<file path="config.mk">
export PLATFORM = sky130hd
export DESIGN_NAME = one_wire_bus_master
export DESIGN_NICKNAME = d
export VERILOG_FILES = /design/src/rtl/core/owb_pkg.sv /design/src/rtl/core/owb_front.sv /design/src/rtl/core/owb_back.sv /design/src/rtl/core/one_wire_bus_master.sv
export SDC_FILE = /design/constraint.sdc
export NUM_CORES = 1
export LEC_CHECK = 0
export ABC_CLOCK_PERIOD_IN_PS = 8720
export BUFFER_PORTS_ARGS = -buffer_cell sky130_fd_sc_hd__buf_2
export CORE_ASPECT_RATIO = 1.2
export CORE_MARGIN = 2
export CORE_UTILIZATION = 50
export DETAILED_ROUTE_END_ITERATION = 16
export HOLD_SLACK_MARGIN = 0.15
export PLACE_DENSITY = 0.67
export SLEW_MARGIN = 5
export SYNTH_ARGS = -nofsm -noshare
export SYNTH_HDL_FRONTEND = slang
export SYNTH_HIERARCHICAL = 1
export SYNTH_SLANG_ARGS = --single-unit
</file>
<file path="constraint.sdc">
create_clock -name clk -period 8.72 [get_ports clk]
set_clock_uncertainty 0.05 [all_clocks]
set_input_delay 0.436 -clock clk [delete_from_list [all_inputs] [get_ports clk]]
set_output_delay 0.436 -clock clk [all_outputs]
set_load 0.01 [all_outputs]
</file>
<file path="src/rtl/core/owb_pkg.sv">
// shared types and constants for the 1-wire bus master
`timescale 1ns / 1ps
`default_nettype none

package owb_pkg;

    localparam int COUNT_BITS_DEF = 10;
    localparam int CFG_W          = 10;
    localparam int CFG_IDX_W      = 3;
    localparam int NUM_REGS       = 8;

    // register indexes
    localparam logic [CFG_IDX_W-1:0] REG_RESET_LOW     = 3'd0;
    localparam logic [CFG_IDX_W-1:0] REG_PRES_SAMPLE   = 3'd1;
    localparam logic [CFG_IDX_W-1:0] REG_PRES_RECOVER  = 3'd2;
    localparam logic [CFG_IDX_W-1:0] REG_ZERO_LOW      = 3'd3;
    localparam logic [CFG_IDX_W-1:0] REG_ZERO_RECOVER  = 3'd4;
    localparam logic [CFG_IDX_W-1:0] REG_ONE_LOW       = 3'd5;
    localparam logic [CFG_IDX_W-1:0] REG_READ_SAMPLE   = 3'd6;
    localparam logic [CFG_IDX_W-1:0] REG_READ_RECOVER  = 3'd7;

    // register reset values
    localparam logic [CFG_W-1:0] RST_RESET_LOW    = 10'd510;
    localparam logic [CFG_W-1:0] RST_PRES_SAMPLE  = 10'd70;
    localparam logic [CFG_W-1:0] RST_PRES_RECOVER = 10'd430;
    localparam logic [CFG_W-1:0] RST_ZERO_LOW     = 10'd70;
    localparam logic [CFG_W-1:0] RST_ZERO_RECOVER = 10'd5;
    localparam logic [CFG_W-1:0] RST_ONE_LOW      = 10'd10;
    localparam logic [CFG_W-1:0] RST_READ_SAMPLE  = 10'd5;
    localparam logic [CFG_W-1:0] RST_READ_RECOVER = 10'd55;

    // mode codes on the input
    localparam logic [2:0] MODE_TICK  = 3'd0;
    localparam logic [2:0] MODE_RESET = 3'd1;
    localparam logic [2:0] MODE_BIT   = 3'd2;
    localparam logic [2:0] MODE_BYTE  = 3'd3;
    localparam logic [2:0] MODE_READ2 = 3'd4;

    typedef enum logic [2:0] {
        CMD_TICK,
        CMD_RESET,
        CMD_BIT,
        CMD_BYTE,
        CMD_READ2
    } cmd_t;

    typedef enum logic [1:0] {
        OPK_RESET = 2'd0,
        OPK_BIT   = 2'd1,
        OPK_BYTE  = 2'd2,
        OPK_READ2 = 2'd3
    } op_kind_t;

    typedef enum logic [1:0] {
        DRV_REL  = 2'd0,
        DRV_LOW  = 2'd1,
        DRV_HIGH = 2'd2
    } drive_t;

    typedef enum logic [3:0] {
        PH_IDLE,
        PH_RST_LOW,
        PH_RST_PULSE,
        PH_RST_WAIT,
        PH_RST_RECOV,
        PH_Z_LOW,
        PH_Z_PULSE,
        PH_Z_REC,
        PH_R_LOW,
        PH_R_PULSE,
        PH_R_WAIT,
        PH_R_REC,
        PH_NEXT
    } phase_t;

    typedef struct packed {
        cmd_t       cmd;
        logic [7:0] data;
        logic       lvl;
    } item_t;

    // packed so that bus_drive sits in the lowest bits
    typedef struct packed {
        logic       short_found;
        logic [7:0] value;
        logic       done_res;
        logic       busy_res;
        drive_t     bus_drive;
    } res_t;

    localparam int RES_W = $bits(res_t);

endpackage

`default_nettype wire

</file>
<file path="src/rtl/core/owb_front.sv">
// front end: command decode and a two-entry item queue
`timescale 1ns / 1ps
`default_nettype none

module owb_front (
    input  wire logic           clk,
    input  wire logic           rst_n,
    input  wire logic           s_tvalid,
    output logic                s_tready,
    input  wire logic [2:0]     mode,
    input  wire logic [7:0]     data,
    input  wire logic           line_level,
    output logic                q_valid,
    output owb_pkg::item_t      q_item,
    input  wire logic           q_pop
);
    import owb_pkg::*;

    item_t      mem_reg [2];
    logic [1:0] count_reg, count_next;
    logic       wr_ptr_reg, rd_ptr_reg;
    logic       push, pop;
    item_t      in_item;

    always_comb
    begin
        case (mode)
            MODE_RESET: in_item.cmd = CMD_RESET;
            MODE_BIT:   in_item.cmd = CMD_BIT;
            MODE_BYTE:  in_item.cmd = CMD_BYTE;
            MODE_READ2: in_item.cmd = CMD_READ2;
            default:    in_item.cmd = CMD_TICK;
        endcase
        in_item.data = data;
        in_item.lvl  = line_level;
    end

    assign s_tready = (count_reg != 2'd2);
    assign q_valid  = (count_reg != 2'd0);
    assign q_item   = mem_reg[rd_ptr_reg];
    assign push     = s_tvalid && s_tready;
    assign pop      = q_pop && q_valid;

    always_comb
    begin
        count_next = count_reg;
        if (push && !pop)
        begin
            count_next = count_reg + 2'd1;
        end
        else if (pop && !push)
        begin
            count_next = count_reg - 2'd1;
        end
    end

    always_ff @(posedge clk or negedge rst_n)
    begin
        if (!rst_n)
        begin
            count_reg  <= 2'd0;
            wr_ptr_reg <= 1'b0;
            rd_ptr_reg <= 1'b0;
        end
        else
        begin
            count_reg <= count_next;
            if (push)
            begin
                wr_ptr_reg <= ~wr_ptr_reg;
            end
            if (pop)
            begin
                rd_ptr_reg <= ~rd_ptr_reg;
            end
        end
    end

    always_ff @(posedge clk)
    begin
        if (push)
        begin
            mem_reg[wr_ptr_reg] <= in_item;
        end
    end

endmodule

`default_nettype wire

</file>
<file path="src/rtl/core/owb_back.sv">
// back end: slot timing state machine, timing registers and result register
`timescale 1ns / 1ps
`default_nettype none

module owb_back #(
    parameter int COUNT_BITS = owb_pkg::COUNT_BITS_DEF
) (
    input  wire logic                          clk,
    input  wire logic                          rst_n,
    input  wire logic                          cfg_we,
    input  wire logic [owb_pkg::CFG_IDX_W-1:0] cfg_index,
    input  wire logic [owb_pkg::CFG_W-1:0]     cfg_data,
    input  wire logic                          q_valid,
    input  wire owb_pkg::item_t                q_item,
    output logic                               q_pop,
    output logic                               m_tvalid,
    input  wire logic                          m_tready,
    output owb_pkg::res_t                      m_res
);
    import owb_pkg::*;

    localparam int MW = (COUNT_BITS > CFG_W) ? COUNT_BITS : CFG_W;
    localparam logic [MW-1:0] CNT_MAX = MW'({COUNT_BITS{1'b1}});

    logic [CFG_W-1:0]      cfg_reg [NUM_REGS];
    phase_t                phase_reg, phase_next;
    logic [COUNT_BITS-1:0] tick_reg, tick_next;
    op_kind_t              op_reg, op_next;
    logic [2:0]            bit_idx_reg, bit_idx_next;
    logic [7:0]            send_reg, send_next;
    logic [7:0]            gath_reg, gath_next;
    drive_t                drive_reg, drive_next;
    logic                  short_reg, short_next;
    logic                  step;
    logic                  done;
    logic [7:0]            value;
    logic                  pulse_end;
    logic [2:0]            last_idx;
    logic                  slot_bit;
    logic [7:0]            bits;
    res_t                  res;

    // n ticks including the entering beat, zero counts as one, saturating
    function automatic logic [COUNT_BITS-1:0] load_count(input logic [CFG_W-1:0] n);
        logic [CFG_W-1:0] v;
        logic [MW-1:0]    ve;
        v  = (n == '0) ? '0 : n - CFG_W'(1);
        ve = MW'(v);
        return (ve > CNT_MAX) ? COUNT_BITS'(CNT_MAX) : COUNT_BITS'(ve);
    endfunction

    assign step  = q_valid && (!m_tvalid || m_tready);
    assign q_pop = step;

    always_ff @(posedge clk or negedge rst_n)
    begin
        if (!rst_n)
        begin
            cfg_reg[REG_RESET_LOW]    <= RST_RESET_LOW;
            cfg_reg[REG_PRES_SAMPLE]  <= RST_PRES_SAMPLE;
            cfg_reg[REG_PRES_RECOVER] <= RST_PRES_RECOVER;
            cfg_reg[REG_ZERO_LOW]     <= RST_ZERO_LOW;
            cfg_reg[REG_ZERO_RECOVER] <= RST_ZERO_RECOVER;
            cfg_reg[REG_ONE_LOW]      <= RST_ONE_LOW;
            cfg_reg[REG_READ_SAMPLE]  <= RST_READ_SAMPLE;
            cfg_reg[REG_READ_RECOVER] <= RST_READ_RECOVER;
        end
        else if (cfg_we)
        begin
            cfg_reg[cfg_index] <= cfg_data;
        end
    end

    always_ff @(posedge clk or negedge rst_n)
    begin
        if (!rst_n)
        begin
            phase_reg   <= PH_IDLE;
            tick_reg    <= '0;
            op_reg      <= OPK_RESET;
            bit_idx_reg <= 3'd0;
            send_reg    <= 8'd0;
            gath_reg    <= 8'd0;
            drive_reg   <= DRV_REL;
            short_reg   <= 1'b0;
            m_tvalid    <= 1'b0;
        end
        else
        begin
            if (step)
            begin
                phase_reg   <= phase_next;
                tick_reg    <= tick_next;
                op_reg      <= op_next;
                bit_idx_reg <= bit_idx_next;
                send_reg    <= send_next;
                gath_reg    <= gath_next;
                drive_reg   <= drive_next;
                short_reg   <= short_next;
                m_tvalid    <= 1'b1;
            end
            else if (m_tready)
            begin
                m_tvalid <= 1'b0;
            end
        end
    end

    always_ff @(posedge clk)
    begin
        if (step)
        begin
            m_res <= res;
        end
    end

    always_comb
    begin
        phase_next   = phase_reg;
        tick_next    = tick_reg;
        op_next      = op_reg;
        bit_idx_next = bit_idx_reg;
        send_next    = send_reg;
        gath_next    = gath_reg;
        drive_next   = drive_reg;
        short_next   = short_reg;
        done         = 1'b0;
        value        = 8'd0;
        pulse_end    = 1'b0;
        slot_bit     = 1'b0;
        bits         = 8'd0;
        last_idx     = 3'd0;

        if (phase_reg == PH_IDLE)
        begin
            case (q_item.cmd)
                CMD_RESET:
                begin
                    op_next    = OPK_RESET;
                    gath_next  = 8'd0;
                    short_next = 1'b0;
                    if (!q_item.lvl)
                    begin
                        short_next = 1'b1;
                        drive_next = DRV_LOW;
                        done       = 1'b1;
                        value      = 8'd1;
                    end
                    else
                    begin
                        phase_next = PH_RST_LOW;
                        tick_next  = load_count(cfg_reg[REG_RESET_LOW]);
                        drive_next = DRV_LOW;
                    end
                end
                CMD_BIT, CMD_BYTE, CMD_READ2:
                begin
                    case (q_item.cmd)
                        CMD_BIT:
                        begin
                            op_next = OPK_BIT;
                            bits    = {7'd0, q_item.data[0]};
                        end
                        CMD_BYTE:
                        begin
                            op_next = OPK_BYTE;
                            bits    = q_item.data;
                        end
                        default:
                        begin
                            op_next = OPK_READ2;
                            bits    = 8'hFF;
                        end
                    endcase
                    send_next    = bits;
                    bit_idx_next = 3'd0;
                    gath_next    = 8'd0;
                    short_next   = 1'b0;
                    slot_bit     = bits[0];
                    drive_next   = DRV_LOW;
                    if (slot_bit)
                    begin
                        phase_next = PH_R_LOW;
                        tick_next  = load_count(cfg_reg[REG_ONE_LOW]);
                    end
                    else
                    begin
                        phase_next = PH_Z_LOW;
                        tick_next  = load_count(cfg_reg[REG_ZERO_LOW]);
                    end
                end
                default:
                begin
                end
            endcase
        end
        else if (tick_reg != '0)
        begin
            tick_next = tick_reg - COUNT_BITS'(1);
        end
        else
        begin
            case (phase_reg)
                PH_RST_LOW, PH_Z_LOW, PH_R_LOW:
                begin
                    phase_next = (phase_reg == PH_RST_LOW) ? PH_RST_PULSE :
                                 (phase_reg == PH_Z_LOW)   ? PH_Z_PULSE : PH_R_PULSE;
                    tick_next  = load_count(CFG_W'(1));
                    drive_next = DRV_HIGH;
                end
                PH_RST_PULSE:
                begin
                    phase_next = PH_RST_WAIT;
                    tick_next  = load_count(cfg_reg[REG_PRES_SAMPLE]);
                    drive_next = DRV_REL;
                end
                PH_RST_WAIT:
                begin
                    gath_next  = {7'd0, q_item.lvl};
                    phase_next = PH_RST_RECOV;
                    tick_next  = load_count(cfg_reg[REG_PRES_RECOVER]);
                    drive_next = DRV_REL;
                end
                PH_RST_RECOV:
                begin
                    phase_next = PH_IDLE;
                    drive_next = DRV_REL;
                    pulse_end  = 1'b1;
                    done       = 1'b1;
                    value      = {7'd0, gath_reg[0]};
                end
                PH_Z_PULSE:
                begin
                    phase_next = PH_Z_REC;
                    tick_next  = load_count(cfg_reg[REG_ZERO_RECOVER]);
                    drive_next = DRV_REL;
                end
                PH_R_PULSE:
                begin
                    phase_next = PH_R_WAIT;
                    tick_next  = load_count(cfg_reg[REG_READ_SAMPLE]);
                    drive_next = DRV_REL;
                end
                PH_R_WAIT:
                begin
                    gath_next[bit_idx_reg] = gath_reg[bit_idx_reg] | q_item.lvl;
                    phase_next = PH_R_REC;
                    tick_next  = load_count(cfg_reg[REG_READ_RECOVER]);
                    drive_next = DRV_REL;
                end
                PH_Z_REC, PH_R_REC:
                begin
                    drive_next = DRV_HIGH;
                    case (op_reg)
                        OPK_BYTE:  last_idx = 3'd7;
                        OPK_READ2: last_idx = 3'd1;
                        default:   last_idx = 3'd0;
                    endcase
                    if (bit_idx_reg >= last_idx)
                    begin
                        phase_next = PH_IDLE;
                        done       = 1'b1;
                        value      = gath_reg;
                    end
                    else
                    begin
                        bit_idx_next = bit_idx_reg + 3'd1;
                        phase_next   = PH_NEXT;
                        tick_next    = '0;
                    end
                end
                PH_NEXT:
                begin
                    slot_bit   = send_reg[bit_idx_reg];
                    drive_next = DRV_LOW;
                    if (slot_bit)
                    begin
                        phase_next = PH_R_LOW;
                        tick_next  = load_count(cfg_reg[REG_ONE_LOW]);
                    end
                    else
                    begin
                        phase_next = PH_Z_LOW;
                        tick_next  = load_count(cfg_reg[REG_ZERO_LOW]);
                    end
                end
                default:
                begin
                    phase_next = PH_IDLE;
                end
            endcase
        end

        res.bus_drive   = pulse_end ? DRV_HIGH : drive_next;
        res.busy_res    = (phase_next != PH_IDLE);
        res.done_res    = done;
        res.value       = value;
        res.short_found = short_next;
    end

    a_busy_tracks_phase: assert property (@(posedge clk) disable iff (!rst_n)
        step |=> (m_res.busy_res == (phase_reg != PH_IDLE)))
        else $error("busy flag out of step with phase");

    a_done_not_busy: assert property (@(posedge clk) disable iff (!rst_n)
        (m_tvalid && m_res.done_res) |-> !m_res.busy_res)
        else $error("done reported while still busy");

    a_value_only_on_done: assert property (@(posedge clk) disable iff (!rst_n)
        (m_tvalid && !m_res.done_res) |-> (m_res.value == 8'd0))
        else $error("value nonzero without done");

    a_single_bit_index: assert property (@(posedge clk) disable iff (!rst_n)
        (op_reg == OPK_BIT) |-> (bit_idx_reg == 3'd0))
        else $error("single bit slot advanced its bit index");

    a_read2_index: assert property (@(posedge clk) disable iff (!rst_n)
        (op_reg == OPK_READ2) |-> (bit_idx_reg <= 3'd1))
        else $error("two-bit read ran past its second bit");

endmodule

`default_nettype wire

</file>
<file path="src/rtl/core/one_wire_bus_master.sv">
// top level of the 1-wire bus master
//
//  port group   dir   width   beat contents
//  s_*          in    16+3    tdata: data[7:0], line_level[8]; tuser: mode[2:0]
//  m_*          out   16      tdata: bus_drive[1:0], busy_res[2], done_res[3],
//                             value[11:4], short_found[12]
//  cfg_*        in    3+10    write enable, register index, register value
//
//  one input beat gives exactly one result beat, one per cycle sustained with m_tready high
//  back end steps once per cycle with an item queued and its result register free or taken
//  an input beat reaches the result beat through the queue and the result register
//  a two-entry queue keeps input beats flowing while a result waits on m_tready
//  reset clears the queue, the phase machine and restores the timing registers
`timescale 1ns / 1ps
`default_nettype none

module one_wire_bus_master #(
    parameter int COUNT_BITS = owb_pkg::COUNT_BITS_DEF
) (
    input  wire logic                          clk,
    input  wire logic                          rst_n,
    input  wire logic                          s_tvalid,
    output logic                               s_tready,
    input  wire logic [15:0]                   s_tdata,  // data, line_level
    input  wire logic [2:0]                    s_tuser,  // mode
    output logic                               m_tvalid,
    input  wire logic                          m_tready,
    output logic [15:0]                        m_tdata,  // bus_drive, busy_res, done_res,
                                                         // value, short_found
    input  wire logic                          cfg_we,
    input  wire logic [owb_pkg::CFG_IDX_W-1:0] cfg_index,
    input  wire logic [owb_pkg::CFG_W-1:0]     cfg_data
);
    import owb_pkg::*;

    logic  q_valid;
    logic  q_pop;
    item_t q_item;
    res_t  m_res;

    owb_front u_front (
        .clk        (clk),
        .rst_n      (rst_n),
        .s_tvalid   (s_tvalid),
        .s_tready   (s_tready),
        .mode       (s_tuser),
        .data       (s_tdata[7:0]),
        .line_level (s_tdata[8]),
        .q_valid    (q_valid),
        .q_item     (q_item),
        .q_pop      (q_pop)
    );

    owb_back #(
        .COUNT_BITS (COUNT_BITS)
    ) u_back (
        .clk       (clk),
        .rst_n     (rst_n),
        .cfg_we    (cfg_we),
        .cfg_index (cfg_index),
        .cfg_data  (cfg_data),
        .q_valid   (q_valid),
        .q_item    (q_item),
        .q_pop     (q_pop),
        .m_tvalid  (m_tvalid),
        .m_tready  (m_tready),
        .m_res     (m_res)
    );

    assign m_tdata = {(16 - RES_W)'(0), m_res};

endmodule

`default_nettype wire
</file>
# ---- After elaboration in Yosys (flattened, before gate mapping)
# Memories as Yosys holds them, arrays and structs flattened.
# Cells that the tools add are included.
# W data, S select, Z words.
dict set report classes {
  add_sub_neg 12
  magnitude_cmp 13
  n_eq_ne 30
  mux 90
  bitwise 4
  n_reduce_logical 40
}
# op count
set ops {}
lappend ops {{$mux W10} 23}
lappend ops {{$sub A10 B1 Y10 const B} 9}
lappend ops {{$bwmux W80} 1}
lappend ops {{$gt A10 B10 Y1 const B} 8}
lappend ops {{$logic_not A10 Y1} 8}
lappend ops {{$pmux W10 S8} 1}
lappend ops {{$mux W8} 9}
lappend ops {{$pmux W8 S2} 3}
lappend ops {{$mux W4} 8}
lappend ops {{$pmux W4 S8} 1}
lappend ops {{$demux W10 S3} 1}
lappend ops {{$mux W3} 8}
lappend ops {{$eq A4 B4 Y1 const B} 5}
lappend ops {{$pmux W10 S2} 1}
lappend ops {{$reduce_bool A10 Y1} 2}
lappend ops {{$mux W1} 17}
lappend ops {{$eq A4 B3 Y1 const B} 4}
lappend ops {{$eq A3 B2 Y1 const B} 4}
lappend ops {{$pmux W3 S4} 1}
lappend ops {{$mux W2} 5}
lappend ops {{$reduce_and A5 Y1} 2}
lappend ops {{$reduce_bool A2 Y1} 5}
lappend ops {{$bwmux W8} 1}
lappend ops {{$eq A4 B2 Y1 const B} 2}
lappend ops {{other kinds (40)} 60}
dict set report word_totals {
  reg_bits 136
  ram_bits 24
  output_inout_bits 18
  mem_count 1
}
# memory words width rd rd_clocked_by_memory_dff wr line
set memory_table {}
lappend memory_table {u_front.mem_reg 2 12 1 0 1 owb_front.sv:19} ;# item_t mem_reg [2];

# ---- Longest topological paths before layout
# Gate-level depths: netlist of run 1.
dict set report depth {
  depth_word 11
  ltp_mapped 11
  mapped_depth_nobuf 9
}

# ---- Hierarchy
# The synthesis of run 1 kept the hierarchy.
# module n_inst cells_per_inst area_per_inst_um2
set modules_own_cells {}
lappend modules_own_cells {owb_back 1 872 8353.0}
lappend modules_own_cells {owb_front 1 58 1098.6}
lappend modules_own_cells {one_wire_bus_master 1 4 26.3}

# ---- Worst setup path after synthesis of run 1
# Ideal clock, no wire load.
dict set report synth_path {
  path_kind {register to register}
  start {reg u_front.rd_ptr_reg}
  end {reg, netlist name u_back/m_res[2]}
  setup_time_ps 272
  arrival_time_ps 2589
  slack_ps 5809
  path_stages_with_launch 11
  path_buffers 2
  cell_sequence {dfrtp_1 > buf_6 > mux2_2 > clkbuf_1 > nor2b_1 > a21oi_1 > nor3_1 > a311o_1 > a21oi_1 > nor2_1 > or4_1}
}
# element line
set synth_lines {}
lappend synth_lines {{start, declared} owb_front.sv:21} ;# logic wr_ptr_reg, rd_ptr_reg;
lappend synth_lines {{start signal, assigned} owb_front.sv:74} ;# rd_ptr_reg <= ~rd_ptr_reg;

# ---- Worst setup path in the final report of run 1
dict set report layout_path {
  start {reg u_front.count_reg[0]}
  end {reg u_back.tick_reg[3]}
}
dict set report layout_via {
  elab_chain_cells 3
}
# element line
set layout_lines {}
lappend layout_lines {{start, declared} owb_front.sv:20} ;# logic [1:0] count_reg, count_next;
lappend layout_lines {{start signal, assigned} owb_front.sv:67} ;# count_reg <= count_next;
lappend layout_lines {{$reduce_bool A2 Y1} owb_front.sv:39} ;# assign q_valid = (count_reg != 2'd0);
lappend layout_lines {{via q_valid} one_wire_bus_master.sv:36} ;# logic q_valid;
lappend layout_lines {{$logic_and A1 B1 Y1} owb_back.sv:52} ;# assign step = q_valid && (!m_tvalid || m_tready);
lappend layout_lines {{via q_pop} one_wire_bus_master.sv:37} ;# logic q_pop;
lappend layout_lines {{$reduce_and A5 Y1 (no line)} n/a}
lappend layout_lines {{end signal, assigned} owb_back.sv:93} ;# tick_reg <= tick_next;
lappend layout_lines {{end, declared} owb_back.sv:27} ;# logic [COUNT_BITS-1:0] tick_reg, tick_next;
# The timed path passes the listed nets, and every way through them passes these cells.
# A chain may end at the register's enable or synchronous reset.

==> impl_metrics.csv, run 1 <==
group,metric,value,unit
floorplanning,core,18700,um^2
power_and_ir_drop,power.total,0.00313,W
clocking,clock_sinks,160,
flow_run,drv_cap,0,
clocking,cts_max_level,4,
sta,whs,0.163,ns
power_and_ir_drop,intPower,0.00187,W
yosys,synth_edf_count,37,
sta,rsz0062_at_grt,"false",
grt,track_usage,25.0,%
sta,fin_crit_sh,41.4,%
worst_setup_path,worstPathRequired,8.99,ns
worst_setup_path,critical_path.slowest_cell,"clkinv_1",
worst_setup_path,cp.depth,7,
detailed_routing,drtIter0Drc,657,
worst_setup_path,slowest_delay,0.87,ns
yosys,syn_inst,934,
worst_setup_path,worst-r2r-setup-slack,5.11,ns
power_and_ir_drop,p_leak,4.05,nW
floorplanning,rows,55,
clocking,clk_latency,0.43,ns
outcome,status,"finished, final reports clean",
worst_setup_path,critPathLaunchType,"register",
clocking,clockBufferDepth,2,
worst_setup_path,path_cells,"or2_4, nand2_1, clkinv_1, o31ai_1, o21bai_1, a21oi_1, a221o_1",
grt,grt_pass1_wl,38600,um
worst_setup_path,cp_top_family,"compound AO/OA/AOI/OAI gates",
final_layout,drive_above_1_share,23.1,%
floorplanning,die_h,155,um
power_and_ir_drop,p_comb_share,37.1,%
sta,slew_headroom,26.9,%
power_and_ir_drop,p_per_area,296,nW/um^2
sta,finalHoldViolCount,0,
final_layout,nNetsFinal,1025,
final_layout,largest_reg_flops,80,
yosys,netlist_area,9480,um^2
min_path,min_path_cells,1,
clocking,cts_tree,"built",
placement,gp_congestion,0.957,
yosys,ys.flop_type,"dfrtp_1",
yosys,yosysWarnings,6,
min_path,hp-class,"input port to register",
detailed_routing,via_count,7512,
final_layout,fin_util,56.5,%
final_layout,antenna_cells,0,
power_and_ir_drop,power.share.switching,40.3,%
final_layout,syn_to_final_growth,11.6,%
worst_setup_path,startpoint,"u_front/count_reg[0]",
clocking,numCtsBuffers,17,
worst_setup_path,reg2reg_from,"u_front/count_reg[0]",
placement,hpwl,16900,um
grt,antenna_found_initial,0,
detailed_routing,ant_nets,0,
worst_setup_path,endpoint,"u_back/tick_reg[3]",
yosys,ys_seq_area_share,44.6,%
sta,setup_tns,0,ns
detailed_routing,drtPass1Iterations,6,
sta,fin_crit,3.61,ns
worst_setup_path,crit_path_max_fanout,22,
floorplanning,start_util,50.6,%
yosys,synth_async_sr_flop_share,76.9,%
detailed_routing,wl_per_cell,19.5,um
grt,grt_max_degree,67,
detailed_routing,wirelength,24200,um
power_and_ir_drop,clockPowerShare,23.6,%
clocking,cts_resized,0,
detailed_routing,drcViolationCount,0,
floorplanning,die_x,130,um
placement,port_buffers,44,
worst_setup_path,worst-path-buf-inv,1,
floorplanning,die_area,20100,um^2
grt,grt-ovfl-total,0,
clocking,post-cts-setup-buffer-count,0,
worst_setup_path,reg2reg_to,"u_back/tick_reg[3]",
power_and_ir_drop,max-vdd-ir-drop,0.000144,V
clocking,clkTransAtPathRegs,0.07,ns
worst_setup_path,crit_type,"register to register",
clocking,cts_root_buf,"clkbuf_16",
final_layout,final_common_cell,"dfrtp_1",
worst_setup_path,critPathCaptureType,"register",
worst_setup_path,reg2reg_depth,7,
yosys,synth_cell_types,88,
final_layout,final_cell_mix,"dfrtp_1 (92), mux2_2 (85), nand2_1 (70)",
floorplanning,io_pins,55,
yosys,yosys_register_bits,160,
sta,setup_viol_count_final,0,
clocking,cts_hold_buf,9,
sta,drv_slew,0,
sta,fmax,0.277,GHz
grt,grt_pass1_vias,7189,
sta,worst_pin_slew,1.08,ns
worst_setup_path,worstPathArrival,3.87,ns
detailed_routing,via_per_inst,6.05,
power_and_ir_drop,switchingPower,0.00126,W
power_and_ir_drop,pwr-share-seq,39.3,%
yosys,avgSynthCellArea,10.1,um^2
==> metal layers <==
| metal | share of wire [%] | vias up | track usage (%) |
|---|---|---|---|
| li1 | - | 3545 | - |
| met1 | 43 | 3676 | 33.4 |
| met2 | 49 | 243 | 41.2 |
| met3 | 4.7 | 48 | 3.70 |
| met4 | 2.6 | 0 | 8.91 |
| met5 | 0 | - | 0 |
==> logic make-up after synthesis <==
kind of cell	count (synthesis)	synth area share [%]
AND/OR/NAND/NOR	306	17.5
AO/OA/AOI/OAI	222	15.9
flip-flops	160	44.6
multiplexers	97	11.4
buffers and inverters	75	3.19
XOR/XNOR	57	5.27
adder cells (fa/ha/maj)	16	2.11
other	1	0.0396
==> power by group through the flow <==
stage / Combinational (W) / Sequential [W] / Clock [W]
finish: 0.00116 / 0.00123 / 0.000739
global route: 0.00128 / 0.00126 / 0.000781
CTS: 0.00115 / 0.00123 / 0.000749
detailed placement: 0.00114 / 0.00124 / 0
global placement: 0.00112 / 0.00123 / 0
floorplan: 0.000887 / 0.00117 / 0
==> area by class of cell <==
cell class,instances,area (um^2)
clock buffer,17,425
clock inverter,15,159
fill,1662,8150
inverter,32,120
multi-input combinational,701,4950
sequential,160,4230
tap,256,320
timing repair buffer,60,365
==> worst min path at each step <==
stage          slack, ns                    end          startpoint
3_3_place_gp        0.41     u_back/send_reg[0]  u_back/send_reg[0]
6_report            0.16  u_front/mem_reg[0][1]          s_tdata[0]
4_1_cts             0.16  u_front/mem_reg[0][1]          s_tdata[0]
2_1_floorplan       0.09  u_back/bit_idx_reg[0]               rst_n
5_1_grt             0.15  u_front/mem_reg[0][1]          s_tdata[0]
3_5_place_dp        0.42     u_back/send_reg[7]  u_back/send_reg[7]
==> worst reg2reg max path, cell delays in order, from the launching register on <==
cell      delay [ns]
dfrtp_1         0.42
or2_4           0.29
nand2_1         0.42
clkinv_1        0.87
o31ai_1         0.50
o21bai_1        0.56
a21oi_1         0.09
a221o_1         0.30
==> metrics by stage <==
stage          cell area (um^2)  instances  setup WS [ns]
2_1_floorplan              9490        936           5.81
3_3_place_gp               9900       1200           5.19
5_1_grt                   10600       1241           4.87
3_5_place_dp               9900       1200           5.15
4_1_cts                   10600       1241           5.14
6_report                  10600       1241           5.11
==> cell usage after synthesis, types with 12 or more instances <==
cell       n  area [um^2]
clkbuf_1  36          135
or3_1     12         75.1
xnor2_1   41          359
mux2i_1   12          120
ha_1      16          200
nand2b_1  17          106
xor2_1    16          140
dfrtp_1   92         2300
o31ai_1   12         90.1
nand3_1   21          105
mux2_2    85          957
edfxtp_1  37         1110
nor4_1    13         81.3
o21ai_0   68          340
o22ai_1   20          125
nor2_1    64          240
nor3_1    27          135
dfstp_2   31          815
a21oi_1   39          195
inv_1     31          116
nand2_1   70          263
(Power assumes the default switching activity.)
==> run 2: changes to the inputs <==
ABC_CLOCK_PERIOD_IN_PS = 3700   (was 8720)
clock period = 3.7 ns   (was 8.72 ns; I/O delays follow)
==> run 2 against run 1 <==
Effect of this change: die area unchanged; count of clock-buffer cells in the layout did not move; final cell count increased by 2.4%; fmax rose by 15%; worst setup slack worse by 4.5 ns; global-route usage is 0.34 points higher; flip-flop and latch count is the same; final area rose by 2.1%; first-iteration DRC count unchanged.
==> impl_metrics.csv, run 2 (synthesized netlist as in run 1, its figures left out) <==
group,metric,value,unit
worst_setup_path,crit_type,"register to register",
detailed_routing,drtPass1Iterations,6,
worst_setup_path,slowest_delay,0.77,ns
sta,fin_ws,0.571,ns
final_layout,drive_above_1_share,24.3,%
outcome,status,"finished, final reports clean",
clocking,post-cts-setup-buffer-count,0,
grt,grt_max_degree,67,
detailed_routing,top_layer,"met4",
clocking,clockBufferDepth,2,
detailed_routing,via_count,7637,
grt,grt_pass1_wl,39400,um
clocking,clkTransAtPathRegs,0.07,ns
worst_setup_path,worstPathRequired,3.95,ns
sta,fin_crit_sh,84.6,%
clocking,clk_latency,0.43,ns
placement,hpwl,17200,um
final_layout,syn_to_final_growth,13.9,%
placement,placed_area,10000,um^2
sta,fmax,0.320,GHz
floorplanning,die_x,130,um
clocking,cts_resized,0,
final_layout,stdcell_area,10800,um^2
flow_run,drv_cap,0,
grt,grt_pass1_vias,7360,
worst_setup_path,critPathLaunchType,"register",
final_layout,layout.cells.non_filler,1271,
final_layout,final_common_cell,"dfrtp_1",
final_layout,nNetsFinal,1055,
sta,finalHoldViolCount,0,
detailed_routing,via_per_inst,6.01,
final_layout,antenna_cells,0,
detailed_routing,wl_per_cell,19.2,um
placement,dpl.cell_count,1220,
worst_setup_path,path_cells,"inv_1, ha_1, or4b_1, o311ai_4, o22ai_1, a2111oi_0, o211a_1, o211ai_1",
grt,antenna_found_initial,0,
placement,gp_congestion,0.970,
clocking,clock_sinks,160,
placement,port_buffers,44,
final_layout,final_cell_mix,"dfrtp_1 (92), mux2_2 (85), nand2_1 (70)",
sta,setup_tns,0,ns
power_and_ir_drop,max-vdd-ir-drop,0.000357,V
detailed_routing,drt-met1-wl,10300,um
clocking,cts_root_buf,"clkbuf_16",
floorplanning,die_h,155,um
floorplanning,rows,55,
power_and_ir_drop,p_per_area,689,nW/um^2
sta,setup_viol_count_final,0,
clocking,numCtsBuffers,17,
detailed_routing,wirelength,24400,um
sta,fin_crit,3.13,ns
sta,rsz0062_at_grt,"false",
sta,slew_headroom,25.8,%
grt,grt-ovfl-total,0,
worst_setup_path,crit_path_max_fanout,10,
floorplanning,core,18700,um^2
clocking,cts_max_level,4,
placement,post-place-ws,0.630,ns
power_and_ir_drop,p_leak,4.17,nW
worst_setup_path,cp_top_family,"compound AO/OA/AOI/OAI gates",
worst_setup_path,critical_path.slowest_cell,"a2111oi_0",
worst_setup_path,worstPathArrival,3.38,ns
detailed_routing,wl_met3,1350,um
worst_setup_path,worst-path-buf-inv,1,
floorplanning,start_util,50.6,%
sta,worst_pin_slew,1.11,ns
detailed_routing,ant_nets,0,
floorplanning,die_area,20100,um^2
min_path,hp-class,"input port to register",
sta,drv_slew,0,
clocking,cts_tree,"built",
detailed_routing,drtIter0Drc,657,
detailed_routing,route.met2.wl,12200,um
final_layout,largest_reg_flops,80,
floorplanning,io_pins,55,
grt,track_usage,25.3,%
worst_setup_path,critPathCaptureType,"register",
detailed_routing,drcViolationCount,0,
[run 2: cell count changes in the layout (fill, tap and decap cells not counted), sizes merged]
cell,before,now
dlygate4sd3,9,19
buf,51,71
clkinv,7,5
clkinvlp,0,5
bufinv,0,1
inv,40,36
[run 2: path summary, 6_finish.rpt]
kind,endpoint,slack (ns),from,depth (start not counted)
max in group asynchronous,u_back/cfg_reg[21],2.30,rst_n,3
min in group asynchronous,u_front/rd_ptr_reg,0.34,rst_n,2
worst max-delay path,u_back/tick_reg[5],0.57,u_back/cfg_reg[50],8
worst max register to register,u_back/tick_reg[5],0.57,u_back/cfg_reg[50],8
worst min-delay path,u_back/cfg_reg[63],0.18,cfg_data[3],2
worst min register to register,u_back/send_reg[7],0.44,u_back/send_reg[7],2
[run 2: through the flow]
stage	hold slack [ns]	utilization [%]	total power [W]
detailed placement	0.306	53.7	0.00570
global placement	0.304	53.7	0.00565
CTS	0.166	57.7	0.00745
floorplan	-0.161	-	0.00484
finish	0.184	57.7	0.00744
global route	0.191	57.7	0.00790
[run 2: timing repair]
| action | CTS | global route |
|---|---|---|
| hold endpoints to repair | 79 | 0 |
| endpoints found under the setup margin | 0 | 0 |
| hold buffers | 19 | 0 |
[run 2: layout make-up]
cell class	count	area (um^2)
Fill cell	1668	7920
Multi-Input combinational cell	701	4950
Sequential cell	160	4230
Timing Repair Buffer	90	616
Clock buffer	17	425
Tap cell	256	320
Clock inverter	15	135
Inverter	32	120
[run 2: metal layers]
| layer | GRT usage (%) | vias to the layer above |
|---|---|---|
| li1 | - | 3589 |
| met1 | 33.7 | 3726 |
| met2 | 42.6 | 278 |
| met3 | 3.60 | 44 |
| met4 | 7.94 | 0 |
| met5 | 0 | - |
[run 2: power by group]
part	internal [W]	total [W]	switching [W]
combinational	0.00121	0.00290	0.00169
sequential	0.00237	0.00285	0.000476
clock	0.000933	0.00170	0.000762
total	0.00451	0.00744	0.00293
==> run 3: changes to the inputs <==
ABC_CLOCK_PERIOD_IN_PS = 3000   (was 3700)
clock period = 3 ns   (was 3.7 ns; I/O delays follow)
==> run 3 against run 2 <==
Effect of this change: fmax up 8.3%; total power increased by 28%; non-clock buffer count rose by 23; first-iteration DRC count is 15% lower; highest routed layer unchanged; final cell count is 1.8% higher.
==> impl_metrics.csv, run 3 (synthesized netlist as in run 1, its figures left out) <==
group,metric,value,unit
outcome,status,"finished, final reports clean",
power_and_ir_drop,clockPowerShare,24.2,%
worst_setup_path,crit_type,"register to register",
power_and_ir_drop,p_leak,4.31,nW
floorplanning,rows,55,
clocking,clockBufferDepth,2,
worst_setup_path,reg2reg_depth,8,
final_layout,multi_input_area,4950,um^2
sta,rsz0062_at_grt,"false",
sta,slew_headroom,44.0,%
final_layout,fill_cells,1664,
clocking,cts_tree,"built",
floorplanning,start_util,50.6,%
sta,whs,0.155,ns
floorplanning,die_h,155,um
worst_setup_path,critPathCaptureType,"register",
clocking,clk_latency,0.43,ns
final_layout,seq_area,4230,um^2
sta,setup_tns,0,ns
clocking,numCtsBuffers,17,
worst_setup_path,worstPathRequired,3.10,ns
worst_setup_path,reg2reg_from,"u_front/rd_ptr_reg",
worst_setup_path,reg2reg_to,"u_back/m_res[2]",
grt,grt-ovfl-total,0,
placement,hpwl,17900,um
clocking,cts_root_buf,"clkbuf_16",
floorplanning,io_pins,55,
min_path,hold_path_startpoint,"cfg_data[5]",
worst_setup_path,startpoint,"u_front/rd_ptr_reg",
sta,worst_pin_slew,0.832,ns
worst_setup_path,crit_path_max_fanout,6,
sta,fin_crit_sh,96.3,%
grt,grt_pass1_wl,39300,um
final_layout,antenna_cells,0,
detailed_routing,drcViolationCount,0,
final_layout,drive_above_1_share,25.8,%
placement,port_buffers,44,
grt,track_usage,25.4,%
detailed_routing,via_per_inst,5.96,
clocking,clkTransAtPathRegs,0.07,ns
final_layout,final_common_cell,"dfrtp_1",
detailed_routing,drtIter0Drc,560,
flow_run,drv_cap,0,
placement,gp_congestion,0.937,
final_layout,nNetsFinal,1078,
grt,grt_max_degree,53,
power_and_ir_drop,p_per_area,864,nW/um^2
floorplanning,die_x,130,um
power_and_ir_drop,pwr-share-seq,36.7,%
clocking,clock_sinks,160,
power_and_ir_drop,power.share.switching,38.5,%
worst_setup_path,worst-r2r-setup-slack,0.11,ns
worst_setup_path,critPathLaunchType,"register",
sta,drv_slew,0,
floorplanning,die_area,20100,um^2
detailed_routing,wl_per_cell,19.2,um
final_layout,syn_to_final_growth,16.5,%
power_and_ir_drop,switchingPower,0.00367,W
power_and_ir_drop,max-vdd-ir-drop,0.000461,V
min_path,min_to,"u_back/cfg_reg[15]",
floorplanning,core,18700,um^2
final_layout,final_cell_mix,"dfrtp_1 (92), mux2_2 (85), nand2_1 (70)",
detailed_routing,via_count,7707,
min_path,hp-class,"input port to register",
detailed_routing,drtPass1Iterations,5,
sta,finalHoldViolCount,0,
detailed_routing,wirelength,24900,um
grt,grt_pass1_vias,7266,
final_layout,largest_reg_flops,80,
sta,fin_crit,2.89,ns
power_and_ir_drop,intPower,0.00587,W
clocking,cts_max_level,4,
clocking,post-cts-setup-buffer-count,0,
sta,setup_viol_count_final,0,
worst_setup_path,worstPathArrival,2.99,ns
sta,fmax,0.346,GHz
min_path,min_path_cells,2,
detailed_routing,ant_nets,0,
power_and_ir_drop,p_comb_share,39.1,%
grt,antenna_found_initial,0,
## run 3: cell types whose count changed in the layout (fill, tap and decap cells not counted), moves of 2 or more
cell	previous run	this run
clkinvlp_2	3	0
dlygate4sd3_1	19	21
buf_4	28	49
bufinv_16	1	3
inv_6	3	5
## run 3: area by class of cell
type | instances | share of cell area, %
clock buffers | 17 | 3.85
inverters | 32 | 1.09
well taps | 256 | 2.90
clock inverters | 15 | 1.79
multi-input cells | 701 | 44.9
flip-flops and latches | 160 | 38.3
repair buffers | 113 | 7.19
## run 3: worst max-delay path by stage
| stage | to |
|---|---|
| floorplan | u_back/m_res[2] |
| global placement | u_back/m_res[2] |
| detailed placement | u_back/m_res[2] |
| CTS | u_back/tick_reg[3] |
| global route | u_back/tick_reg[6] |
| finish | u_back/m_res[2] |
## run 3: power by group through the flow
stage          Combinational, W  Clock, W  Sequential [W]
5_1_grt                 0.00408   0.00242         0.00359
3_5_place_dp            0.00365         0         0.00353
2_1_floorplan           0.00258         0         0.00339
4_1_cts                 0.00370   0.00234         0.00349
3_3_place_gp            0.00361         0         0.00351
6_report                0.00373   0.00230         0.00350
## run 3: repair_timing
item / 4_1_cts / 5_1_grt
hold endpoints to repair: 92 / 0
resized for setup: 0 / 0
hold buffers: 21 / 0
## run 3: per-stage QoR
stage / setup WS, ns / utilization, % / area [um^2] / instances / total power (W)
after floorplan: 0.0885 / - / 9490 / 936 / 0.00597
after global placement: 0.235 / 54.5 / 10200 / 1241 / 0.00712
after CTS: 0.150 / 59.0 / 11000 / 1294 / 0.00953
final: 0.111 / 59.0 / 11000 / 1294 / 0.00954
after global routing: 0.0170 / 59.0 / 11000 / 1294 / 0.0101
after detailed placement: 0.179 / 54.5 / 10200 / 1241 / 0.00718
## run 3: layer usage
| metal | wire length, um | vias to the layer above | GRT usage, % |
|---|---|---|---|
| met2 | 12200 | 242 | 42.2 |
| met5 | 0 | - | 0 |
| met3 | 1140 | 45 | 3.08 |
| met1 | 10900 | 3785 | 34.0 |
| met4 | 673 | 0 | 9.42 |
| li1 | - | 3635 | - |
## run 3: critical path: stages, from the launching register on
cell	delay, ns
dfrtp_1	0.48
mux2_2	0.38
nor2b_1	0.16
a21oi_1	0.32
nor3_1	0.11
a311o_1	0.34
a21oi_1	0.19
nor2_1	0.07
or4_1	0.51
